`src/rtl/core/seconds_to_calendar_date_unit_assert.svh`:
```
// Assertion macros for the seconds to calendar date unit.
`ifndef SECONDS_TO_CALENDAR_DATE_UNIT_ASSERT_SVH
`define SECONDS_TO_CALENDAR_DATE_UNIT_ASSERT_SVH
`ifndef SYNTHESIS
`define STCD_ASSERT(label, prop) \
   label: assert property (@(posedge clock) disable iff (reset) prop) \
      else $error("stcd check failed");
`define STCD_ASSERT_ALWAYS(label, prop) \
   label: assert property (@(posedge clock) prop) \
      else $error("stcd reset check failed");
`else
`define STCD_ASSERT(label, prop)
`define STCD_ASSERT_ALWAYS(label, prop)
`endif
`endif

```
`src/rtl/core/stcd_pkg.sv`:
```
// Constants and helper functions for the seconds to calendar date unit.
package stcd_pkg;
   localparam int unsigned DAY_RECIP    = 50903317; // 2^35 / 675, rounded up
   localparam int unsigned DAY_SHIFT    = 35;
   localparam int unsigned SECS_PER_DAY = 86400;
   localparam int unsigned CYCLE_RECIP  = 91868;    // 2^27 / 1461, rounded up
   localparam int unsigned CYCLE_DAYS   = 1461;
   localparam int unsigned WEEK_RECIP   = 74899;    // 2^19 / 7, rounded up
   localparam int unsigned WEEK_OFFSET  = 6;
   localparam int unsigned HOUR_RECIP   = 9321;     // 2^21 / 225, rounded up
   localparam int unsigned SECS_PER_HR  = 3600;
   localparam int unsigned MIN_RECIP    = 1093;     // 2^14 / 15, rounded up
   localparam int unsigned SECS_PER_MIN = 60;

   localparam logic [8:0] MONTH_START [12] = '{9'd0, 9'd31, 9'd59, 9'd90, 9'd120, 9'd151,
                                              9'd181, 9'd212, 9'd243, 9'd273, 9'd304, 9'd334};

   function automatic logic [8:0] month_start(input logic leap, input logic [3:0] idx);
      logic [8:0] s;
      s = MONTH_START[idx];
      if (leap && idx >= 4'd2) begin
         s = s + 9'd1;
      end
      return s;
   endfunction
endpackage

```
`src/rtl/core/seconds_to_calendar_date_unit.sv`:
```
// Seconds to calendar date unit: converts a seconds count into date, time and weekday.
// An item on the req_ channel carries a 32-bit count of seconds since year 00, January 1,
// midnight. For each accepted item exactly one item leaves on the rsp_ channel with year,
// month, day, hour, minute, second and weekday. Every year divisible by four is a leap year.
// The unit is a seven-stage pipeline: the divisions by the day, the four-year cycle, the
// hour, the minute and the week are multiplications by reciprocals, with no two multipliers
// in series. Items pass registers s1 to s7 before rsp_tvalid, and one item can enter in
// every cycle that the pipeline advances. It advances as a whole whenever the output
// register is empty or is being taken; when the receiver holds rsp_tready low with a result
// waiting, req_tready falls and every stage keeps its item, so nothing is lost or repeated.
// Reset clears all valid bits; the unit holds no other state and needs no setup.
module seconds_to_calendar_date_unit
   import stcd_pkg::*;
(
   input  logic        clock,
   input  logic        reset,
   input  logic        req_tvalid,
   output logic        req_tready,
   input  logic [31:0] req_tdata,  // elapsed_seconds[31:0]
   output logic        rsp_tvalid,
   input  logic        rsp_tready,
   output logic [39:0] rsp_tdata   // year, month, day, hour, minute, second, weekday, zeros
);
`include "seconds_to_calendar_date_unit_assert.svh"

   logic [6:0]  vld_ff, vld_in;
   logic        advance;

   logic [31:0] s1_secs_ff;
   logic [31:0] s2_secs_ff;
   logic [15:0] s2_q_ff;
   logic [16:0] s3_tod_ff;
   logic [15:0] s3_q_ff;
   logic [5:0]  s3_c_ff;
   logic [14:0] s3_wq_ff;
   logic [16:0] s4_tod_ff;
   logic [4:0]  s4_hour_ff;
   logic [10:0] s4_r_ff;
   logic [5:0]  s4_c_ff;
   logic [2:0]  s4_wd_ff;
   logic [11:0] s5_rs_ff;
   logic [4:0]  s5_hour_ff;
   logic [7:0]  s5_year_ff;
   logic [8:0]  s5_doy_ff;
   logic        s5_leap_ff;
   logic [2:0]  s5_wd_ff;
   logic [11:0] s6_rs_ff;
   logic [5:0]  s6_min_ff;
   logic [4:0]  s6_hour_ff;
   logic [7:0]  s6_year_ff;
   logic [3:0]  s6_month_ff;
   logic [4:0]  s6_day_ff;
   logic [2:0]  s6_wd_ff;
   logic [5:0]  s7_sec_ff;
   logic [5:0]  s7_min_ff;
   logic [4:0]  s7_hour_ff;
   logic [7:0]  s7_year_ff;
   logic [3:0]  s7_month_ff;
   logic [4:0]  s7_day_ff;
   logic [2:0]  s7_wd_ff;

   logic [50:0] p_day;
   logic [31:0] p_tod;
   logic [32:0] p_cyc;
   logic [16:0] q6;
   logic [33:0] p_week;
   logic [25:0] p_hour;
   logic [15:0] p_r;
   logic [16:0] p_wd;
   logic [16:0] p_rs;
   logic [1:0]  yc;
   logic [8:0]  doy;
   logic [20:0] p_min;
   logic [3:0]  mo_idx;
   logic [8:0]  day0;
   logic [11:0] p_sec;

   assign advance    = ~vld_ff[6] | rsp_tready;
   assign req_tready = advance;
   assign vld_in     = {vld_ff[5:0], req_tvalid};

   always_ff @(posedge clock) begin
      if (reset) begin
         vld_ff <= '0;
      end else if (advance) begin
         vld_ff <= vld_in;
      end
   end

   always_comb begin
      p_day  = 51'(s1_secs_ff[31:7]) * 51'(DAY_RECIP);
      p_tod  = s2_secs_ff - 32'(s2_q_ff) * 32'(SECS_PER_DAY);
      p_cyc  = 33'(s2_q_ff) * 33'(CYCLE_RECIP);
      q6     = 17'(s2_q_ff) + 17'(WEEK_OFFSET);
      p_week = 34'(q6) * 34'(WEEK_RECIP);
      p_hour = 26'(s3_tod_ff[16:4]) * 26'(HOUR_RECIP);
      p_r    = s3_q_ff - 16'(s3_c_ff) * 16'(CYCLE_DAYS);
      p_wd   = (17'(s3_q_ff) + 17'(WEEK_OFFSET)) - 17'(s3_wq_ff) * 17'd7;
      p_rs   = s4_tod_ff - 17'(s4_hour_ff) * 17'(SECS_PER_HR);
      if (s4_r_ff < 11'd366) begin
         yc  = 2'd0;
         doy = s4_r_ff[8:0];
      end else if (s4_r_ff < 11'd731) begin
         yc  = 2'd1;
         doy = 9'(s4_r_ff - 11'd366);
      end else if (s4_r_ff < 11'd1096) begin
         yc  = 2'd2;
         doy = 9'(s4_r_ff - 11'd731);
      end else begin
         yc  = 2'd3;
         doy = 9'(s4_r_ff - 11'd1096);
      end
      p_min  = 21'(s5_rs_ff[11:2]) * 21'(MIN_RECIP);
      mo_idx = 4'd0;
      for (int i = 1; i < 12; i++) begin
         if (s5_doy_ff >= month_start(s5_leap_ff, 4'(i))) begin
            mo_idx = 4'(i);
         end
      end
      day0  = s5_doy_ff - month_start(s5_leap_ff, mo_idx);
      p_sec = s6_rs_ff - 12'(s6_min_ff) * 12'(SECS_PER_MIN);
   end

   always_ff @(posedge clock) begin
      if (advance) begin
         s1_secs_ff  <= req_tdata;
         s2_secs_ff  <= s1_secs_ff;
         s2_q_ff     <= p_day[50:35];
         s3_tod_ff   <= p_tod[16:0];
         s3_q_ff     <= s2_q_ff;
         s3_c_ff     <= p_cyc[32:27];
         s3_wq_ff    <= p_week[33:19];
         s4_tod_ff   <= s3_tod_ff;
         s4_hour_ff  <= p_hour[25:21];
         s4_r_ff     <= p_r[10:0];
         s4_c_ff     <= s3_c_ff;
         s4_wd_ff    <= p_wd[2:0];
         s5_rs_ff    <= p_rs[11:0];
         s5_hour_ff  <= s4_hour_ff;
         s5_year_ff  <= {s4_c_ff, yc};
         s5_doy_ff   <= doy;
         s5_leap_ff  <= (yc == 2'd0);
         s5_wd_ff    <= s4_wd_ff;
         s6_rs_ff    <= s5_rs_ff;
         s6_min_ff   <= p_min[19:14];
         s6_hour_ff  <= s5_hour_ff;
         s6_year_ff  <= s5_year_ff;
         s6_month_ff <= mo_idx + 4'd1;
         s6_day_ff   <= 5'(day0 + 9'd1);
         s6_wd_ff    <= s5_wd_ff;
         s7_sec_ff   <= p_sec[5:0];
         s7_min_ff   <= s6_min_ff;
         s7_hour_ff  <= s6_hour_ff;
         s7_year_ff  <= s6_year_ff;
         s7_month_ff <= s6_month_ff;
         s7_day_ff   <= s6_day_ff;
         s7_wd_ff    <= s6_wd_ff;
      end
   end

   assign rsp_tvalid = vld_ff[6];
   assign rsp_tdata  = {3'd0, s7_wd_ff, s7_sec_ff, s7_min_ff, s7_hour_ff, s7_day_ff,
                        s7_month_ff, s7_year_ff};

   `STCD_ASSERT(a_month_range, rsp_tvalid |-> (s7_month_ff >= 4'd1 && s7_month_ff <= 4'd12))
   `STCD_ASSERT(a_day_range, rsp_tvalid |-> (s7_day_ff != 5'd0))
   `STCD_ASSERT(a_time_range, rsp_tvalid |-> (s7_hour_ff < 5'd24 && s7_min_ff < 6'd60 && s7_sec_ff < 6'd60))
   `STCD_ASSERT(a_weekday_range, rsp_tvalid |-> (s7_wd_ff < 3'd7))
   `STCD_ASSERT_ALWAYS(a_reset_empty, reset |=> (vld_ff == 7'd0))
endmodule

```
`config.mk`:
```
export PLATFORM = sky130hd
export DESIGN_NAME = seconds_to_calendar_date_unit
export DESIGN_NICKNAME = d
export VERILOG_FILES = /design/src/rtl/core/stcd_pkg.sv /design/src/rtl/core/seconds_to_calendar_date_unit.sv
export VERILOG_INCLUDE_DIRS = /design/src /design/src/rtl/core
export SDC_FILE = /design/constraint.sdc
export NUM_CORES = 2
export LEC_CHECK = 0
export ABC_AREA = 1
export BUFFER_PORTS_ARGS = -buffer_cell sky130_fd_sc_hd__buf_2
export CAP_MARGIN = 20
export CELL_PAD_IN_SITES_DETAIL_PLACEMENT = 1
export CELL_PAD_IN_SITES_GLOBAL_PLACEMENT = 2
export CORE_ASPECT_RATIO = 1.4
export CORE_MARGIN = 2
export CORE_UTILIZATION = 25
export DETAILED_ROUTE_END_ITERATION = 10
export PLACE_DENSITY_LB_ADDON = 0.08
export SLEW_MARGIN = 15
export SYNTH_ARGS = -nofsm -noshare
export SYNTH_HDL_FRONTEND = slang
export SYNTH_SLANG_ARGS = --single-unit
```
`constraint.sdc`:
```
create_clock -name clock -period 9.27 [get_ports clock]
set_input_delay 1.3905 -clock clock [delete_from_list [all_inputs] [get_ports clock]]
set_output_delay 1.3905 -clock clock [all_outputs]
set_load 0.03 [all_outputs]
```
* Yosys cells after proc, flatten, opt, wreduce, memory -nomap -nowiden *
Memories as Yosys holds them, arrays and structs flattened.
Cells that the tools add are included.

word-level totals
  output and inout bits = 42
  input bits = 36
  latch bits = 0
  memories kept = 1
  bits in writable memories = 0
  ROM bits = 144
  register bits after elaboration = 270

operators by class
  eq/ne operators = 0
  mux-type cells = 30
  magnitude comparators = 16
  reductions and logical operators = 2
  shift-type cells = 0
  bitwise gates (word level) = 3
  add/subtract/negate cells = 14
  multiply operators = 10
  div/mod/pow operators = 0

memory list
  name             depth  width  read ports  clocked after Yosys merged registers in  write ports  RTL line        text
  (no name shown)  16     9      1           0                                        0            stcd_pkg.sv:20  s = MONTH_START[idx];

operators with widths
  kind                                                  count
  multiplier 25 x 26 -> 51 bit, second input constant   1
  two-way mux 4 bit                                     11
  >= comparator 9 x 8 -> 1 bit                          4
  multiplier 17 x 17 -> 34 bit, second input constant   1
  multiplier 16 x 15 -> 31 bit, second input constant   1
  >= comparator 9 bit                                   3
  two-way mux 9 bit                                     3
  multiplier 13 x 14 -> 26 bit, second input constant   1
  multiplier 10 x 11 -> 20 bit, second input constant   1
  >= comparator 9 x 7 -> 1 bit                          2
  adder 16 x 3 -> 17 bit, second input constant         1
  subtractor 17 bit                                     1
  multiplier 16 x 10 -> 10 bit, second input constant   1
  multiplier 15 x 3 -> 3 bit, second input constant     1
  two-way mux 5 bit                                     3
  subtractor 12 bit                                     1
  < comparator 11 x 10 -> 1 bit, second input constant  1
  < comparator 11 bit, second input constant            1
  < comparator 11 x 9 -> 1 bit, second input constant   1
  multiplier 6 x 11 -> 11 bit, second input constant    1
  subtractor 11 bit                                     1
  adder 5 x 1 -> 5 bit, second input constant           2
  >= comparator 9 x 5 -> 1 bit, second input constant   1
  >= comparator 9 x 6 -> 1 bit                          1
  20 further kinds                                      30

* Longest topological paths before layout *
  depth in word-level cells = 20
  mapped depth = 37
  mapped depth without buffers = 37

* Worst setup path after synthesis *
Ideal clock, no wire load.

  path type = input -> output
  start = input port rsp_tready
  end = output port req_tready
  buffers on the path = 0
  cell stages on the path = 2
  required time = 7.879 ns
  slack = 1.293 ns
  arrival time = 6.587 ns
  path through = nor2_1 -> inv_1

between the ends
  word-level cells in the longest chain between the ends = 1

ends and longest elaborated chain
  what             RTL line                             text
  start, declared  seconds_to_calendar_date_unit.sv:21  input logic rsp_tready,
  OR 1 bit         seconds_to_calendar_date_unit.sv:78  assign advance = ~vld_ff[6] | rsp_tready;
  end, declared    seconds_to_calendar_date_unit.sv:18  output logic req_tready,

No other way between the ends.

* Worst setup path after layout *
  start = register s1_secs_ff[12]
  end = register s2_q_ff[10], data pin

between the ends
  word-level cells in the longest chain between the ends = 1

ends and longest elaborated chain
  what                          RTL line                              text
  start, declared               seconds_to_calendar_date_unit.sv:29   logic [31:0] s1_secs_ff;
  start signal, assigned        seconds_to_calendar_date_unit.sv:126  s1_secs_ff <= req_tdata;
  multiplier 25 x 26 -> 51 bit  seconds_to_calendar_date_unit.sv:91   p_day = 51'(s1_secs_ff[31:7]) * 51'(DAY_RECIP);
  net p_day[45]                 seconds_to_calendar_date_unit.sv:62   logic [50:0] p_day;
  end signal, assigned          seconds_to_calendar_date_unit.sv:128  s2_q_ff <= p_day[50:35];
  end, declared                 seconds_to_calendar_date_unit.sv:31   logic [15:0] s2_q_ff;

The timed path passes the listed nets, and every way through them passes these cells.
A chain may end at the register's enable or synchronous reset.

==> results.json <==
{
  "run_status": "finished, final reports clean",
  "post-route-period-util_pct": 73.0,
  "num_vias": 21500,
  "tritoncts_num_sinks": 258,
  "placementRows": 157,
  "fin_nets": 4418,
  "globalRoute.totalOverflow": 0,
  "tritoncts": "done",
  "synth_top_area_share_pct": 27.1,
  "clock-root-buffer": "sky130_fd_sc_hd__clkbuf_16",
  "postSynthAreaPerCell_um2": 10.3,
  "post_route_cells_drive_above_1_share_pct": 5.13,
  "crit_path_max_fanout": 12,
  "unrepaired_setup_endpoints_after_global_routing": "false",
  "die_h_um": 432,
  "synth.ff_latch_count": 258,
  "cts-hold-fix-buffers": 0,
  "number_of_library_cell_types_mapped_by_synthesis": 54,
  "synthToLayoutAreaGrowth_pct": 11.8,
  "post_cts_resize_count": 0,
  "core_area_mm2": 0.130,
  "drt-wirelength-per-cell_um": 18.7,
  "wire_length_of_the_first_global_routing_pass_um": 148000,
  "setup_clock_skew_after_layout_ns": 0.0286,
  "worst_ep_required_time_ns": 9.60,
  "post_drt_via_cell_ratio": 4.24,
  "floorplan.die.width_um": 310,
  "maxClockFrequency_mhz": 148,
  "cpMostUsedCell": "sky130_fd_sc_hd__inv_1",
  "ioPinCount": 78,
  "final_design_area_no_fill_mm2": 0.0366,
  "synthesis.yosys.warnings": 0,
  "gate_count_of_the_mapped_netlist": 3174,
  "critical_path.top_delay_family": "adder cells",
  "antenna_found_initial": 3,
  "initialDrtViolationCount": 629,
  "finalSetupViolations": 0,
  "finalNonFillerCells": 5066,
  "finalWorstPathRequiredPeriod_ns": 6.76,
  "bufs_and_invs_on_worst_path": 6,
  "timing.max_cap.violations": 0,
  "fin_worst_hold_slack_ns": 0.413,
  "post_synth_main_area_contributors": "sky130_fd_sc_hd__ha_1 (27%), sky130_fd_sc_hd__fa_1 (24%), sky130_fd_sc_hd__edfxtp_1 (23%)",
  "fin_setup_tns_ns": 0,
  "yosys_most_used_dff": "sky130_fd_sc_hd__edfxtp_1",
  "synth_area_leader_cell": "sky130_fd_sc_hd__ha_1",
  "seqCellArea_mm2": 0.00768,
  "drcViolationCount": 0,
  "n_fill_cell": 14700,
  "fp.dieArea_mm2": 0.134,
  "h-tree-depth": 2,
  "synth.cell_area_mm2": 0.0327,
  "insertion_delay_ns": 0.60,
  "reg2reg_setup_slack_ns": 2.51,
  "clkTransAtPathRegs_ns": 0.06,
  "number_of_global_route_vias_before_repair": 25600,
  "synth_async_sr_flop_share_pct": 0,
  "slowest_delay_ns": 0.95,
  "relSlewSlack_pct": 34.9,
  "multi_input_area_mm2": 0.0218,
  "antenna_violating_nets_post_route": 0,
  "setup.worst_path.start_class": "flip-flop",
  "timing.critical_path.slowest_stage_cell": "sky130_fd_sc_hd__edfxtp_1",
  "finalHoldViolCount": 0,
  "postPlaceCellArea_mm2": 0.0353,
  "synth-edff-count": 251,
  "crit_path_end_kind": "flip-flop",
  "ctsLongestPathBuffers": 3,
  "crit_chain": "inv_1 -> ha_1 -> inv_1 -> fa_1 -> ha_1 -> inv_1 -> fa_1 -> inv_1 -> fa_1 -> fa_1 -> inv_1 -> fa_1 -> inv_1 -> ha_1 -> a21oi_1 -> o21ai_0 -> a21oi_1 -> nor2_1 -> a21oi_1 -> nand2_2 -> a21oi_2 -> o21bai_2 -> xor2_1",
  "postCtsSetupBuffers": 0,
  "detailedPlacementHpwl_um": 82000,
  "worstPathArrival_ns": 7.10,
  "gpl.final_weighted_congestion": 0.824,
  "cts_made_buffers": 36,
  "worstHoldPathType": "flip-flop to flip-flop",
  "slew_at_the_pin_closest_to_its_max_slew_limit_ns": 0.976,
  "placement.io_buffers": 74,
  "initial_utilization_pct": 25.1,
  "grt_max_degree": 93,
  "report.final.slew_viol_count": 0,
  "place_inst": 5001,
  "grt.total_usage_pct": 14.8,
  "synth_seq_area_share_pct": 23.5,
  "routed_wl_um": 94900,
  "drt-pass1-iter-count": 4,
  "timing.setup.critical_path_class": "flip-flop to flip-flop"
}
-- synth_stat cells (26+ instances only) --
cell	number
sky130_fd_sc_hd__a21oi_1	167
sky130_fd_sc_hd__edfxtp_1	251
sky130_fd_sc_hd__fa_1	385
sky130_fd_sc_hd__ha_1	707
sky130_fd_sc_hd__inv_1	852
sky130_fd_sc_hd__nand2_1	250
sky130_fd_sc_hd__nand3_1	45
sky130_fd_sc_hd__nand4_1	26
sky130_fd_sc_hd__nor2_1	120
sky130_fd_sc_hd__o21ai_0	81
sky130_fd_sc_hd__xnor2_1	56
sky130_fd_sc_hd__xor2_1	88
-- kinds of logic after synthesis --
group,synth area share [%]
AO/OA/AOI/OAI,5.74
XOR/XNOR,3.91
adder cells (fa/ha/maj),50.6
buffers and inverters,9.93
flip-flops,23.5
multiplexers,0.0344
other,0.0115
AND/OR/NAND/NOR,6.28
-- sequential cells by signal (all words and copies together) (netlist names), 6 cells and up --
register / cells
s1_secs_ff: 32
s2_secs_ff: 17
s3_tod_ff: 17
s2_q_ff: 16
s4_tod_ff: 12
s5_rs_ff: 12
s3_q_ff: 11
s4_r_ff: 11
s5_doy_ff: 9
s5_year_ff: 8
s6_year_ff: 8
s7_year_ff: 8
vld_ff: 7
s3_c_ff: 6
s4_c_ff: 6
s6_min_ff: 6
s6_rs_ff: 6
s7_min_ff: 6
s7_sec_ff: 6
-- final cells by class --
cell class	count	share of cell area, %
clock inverters	27	0.975
well taps	1749	5.99
repair buffers	81	1.16
flip-flops and latches	258	21.0
inverters	856	8.81
clock buffers	37	2.47
multi-input cells	2057	59.6
diodes	1	0.00685
-- per-layer routing --
layer  wire (µm)  vias to the layer above  track usage [%]
met5          34                        -                0
met2       55200                      188             30.7
li1            -                    10400                -
met4        2630                        4             4.27
met1       35000                    10800             15.1
met3        2000                      105             1.60
-- final timing paths --
path / startpoint / end / cells after the start
min: s6_year_ff[4] / s7_year_ff[4] / 0
max reg2reg: s1_secs_ff[12] / s2_q_ff[10] / 23
min reg2reg: s6_year_ff[4] / s7_year_ff[4] / 0
max: s1_secs_ff[12] / s2_q_ff[10] / 23
-- placed cells by master (no fill, tap or decap), types with 18 or more instances in the layout --
cell,synthesis,final
sky130_fd_sc_hd__nor2_1,120,120
sky130_fd_sc_hd__a21oi_1,167,167
sky130_fd_sc_hd__inv_1,852,851
sky130_fd_sc_hd__buf_2,1,74
sky130_fd_sc_hd__xnor2_1,56,56
sky130_fd_sc_hd__o21ai_0,81,81
sky130_fd_sc_hd__edfxtp_1,251,251
sky130_fd_sc_hd__nand2_1,250,250
sky130_fd_sc_hd__fa_1,385,385
sky130_fd_sc_hd__a21o_1,18,18
sky130_fd_sc_hd__ha_1,707,707
sky130_fd_sc_hd__nand4_1,26,26
sky130_fd_sc_hd__nand3_1,45,45
sky130_fd_sc_hd__xor2_1,88,88
sky130_fd_sc_hd__clkbuf_16,0,36
-- per-stage QoR --
stage | utilization [%] | setup WS (ns)
6_report | 28.1 | 2.51
5_1_grt | 28.1 | 1.96
4_1_cts | 28.1 | 2.27
3_5_place_dp | 27.1 | 2.30
3_3_place_gp | 27.1 | 2.28
2_1_floorplan | - | 1.29
Power is left out: the tool's default activity adds up to more than one toggle a clock period on the data nets, which glitch-free logic cannot reach.
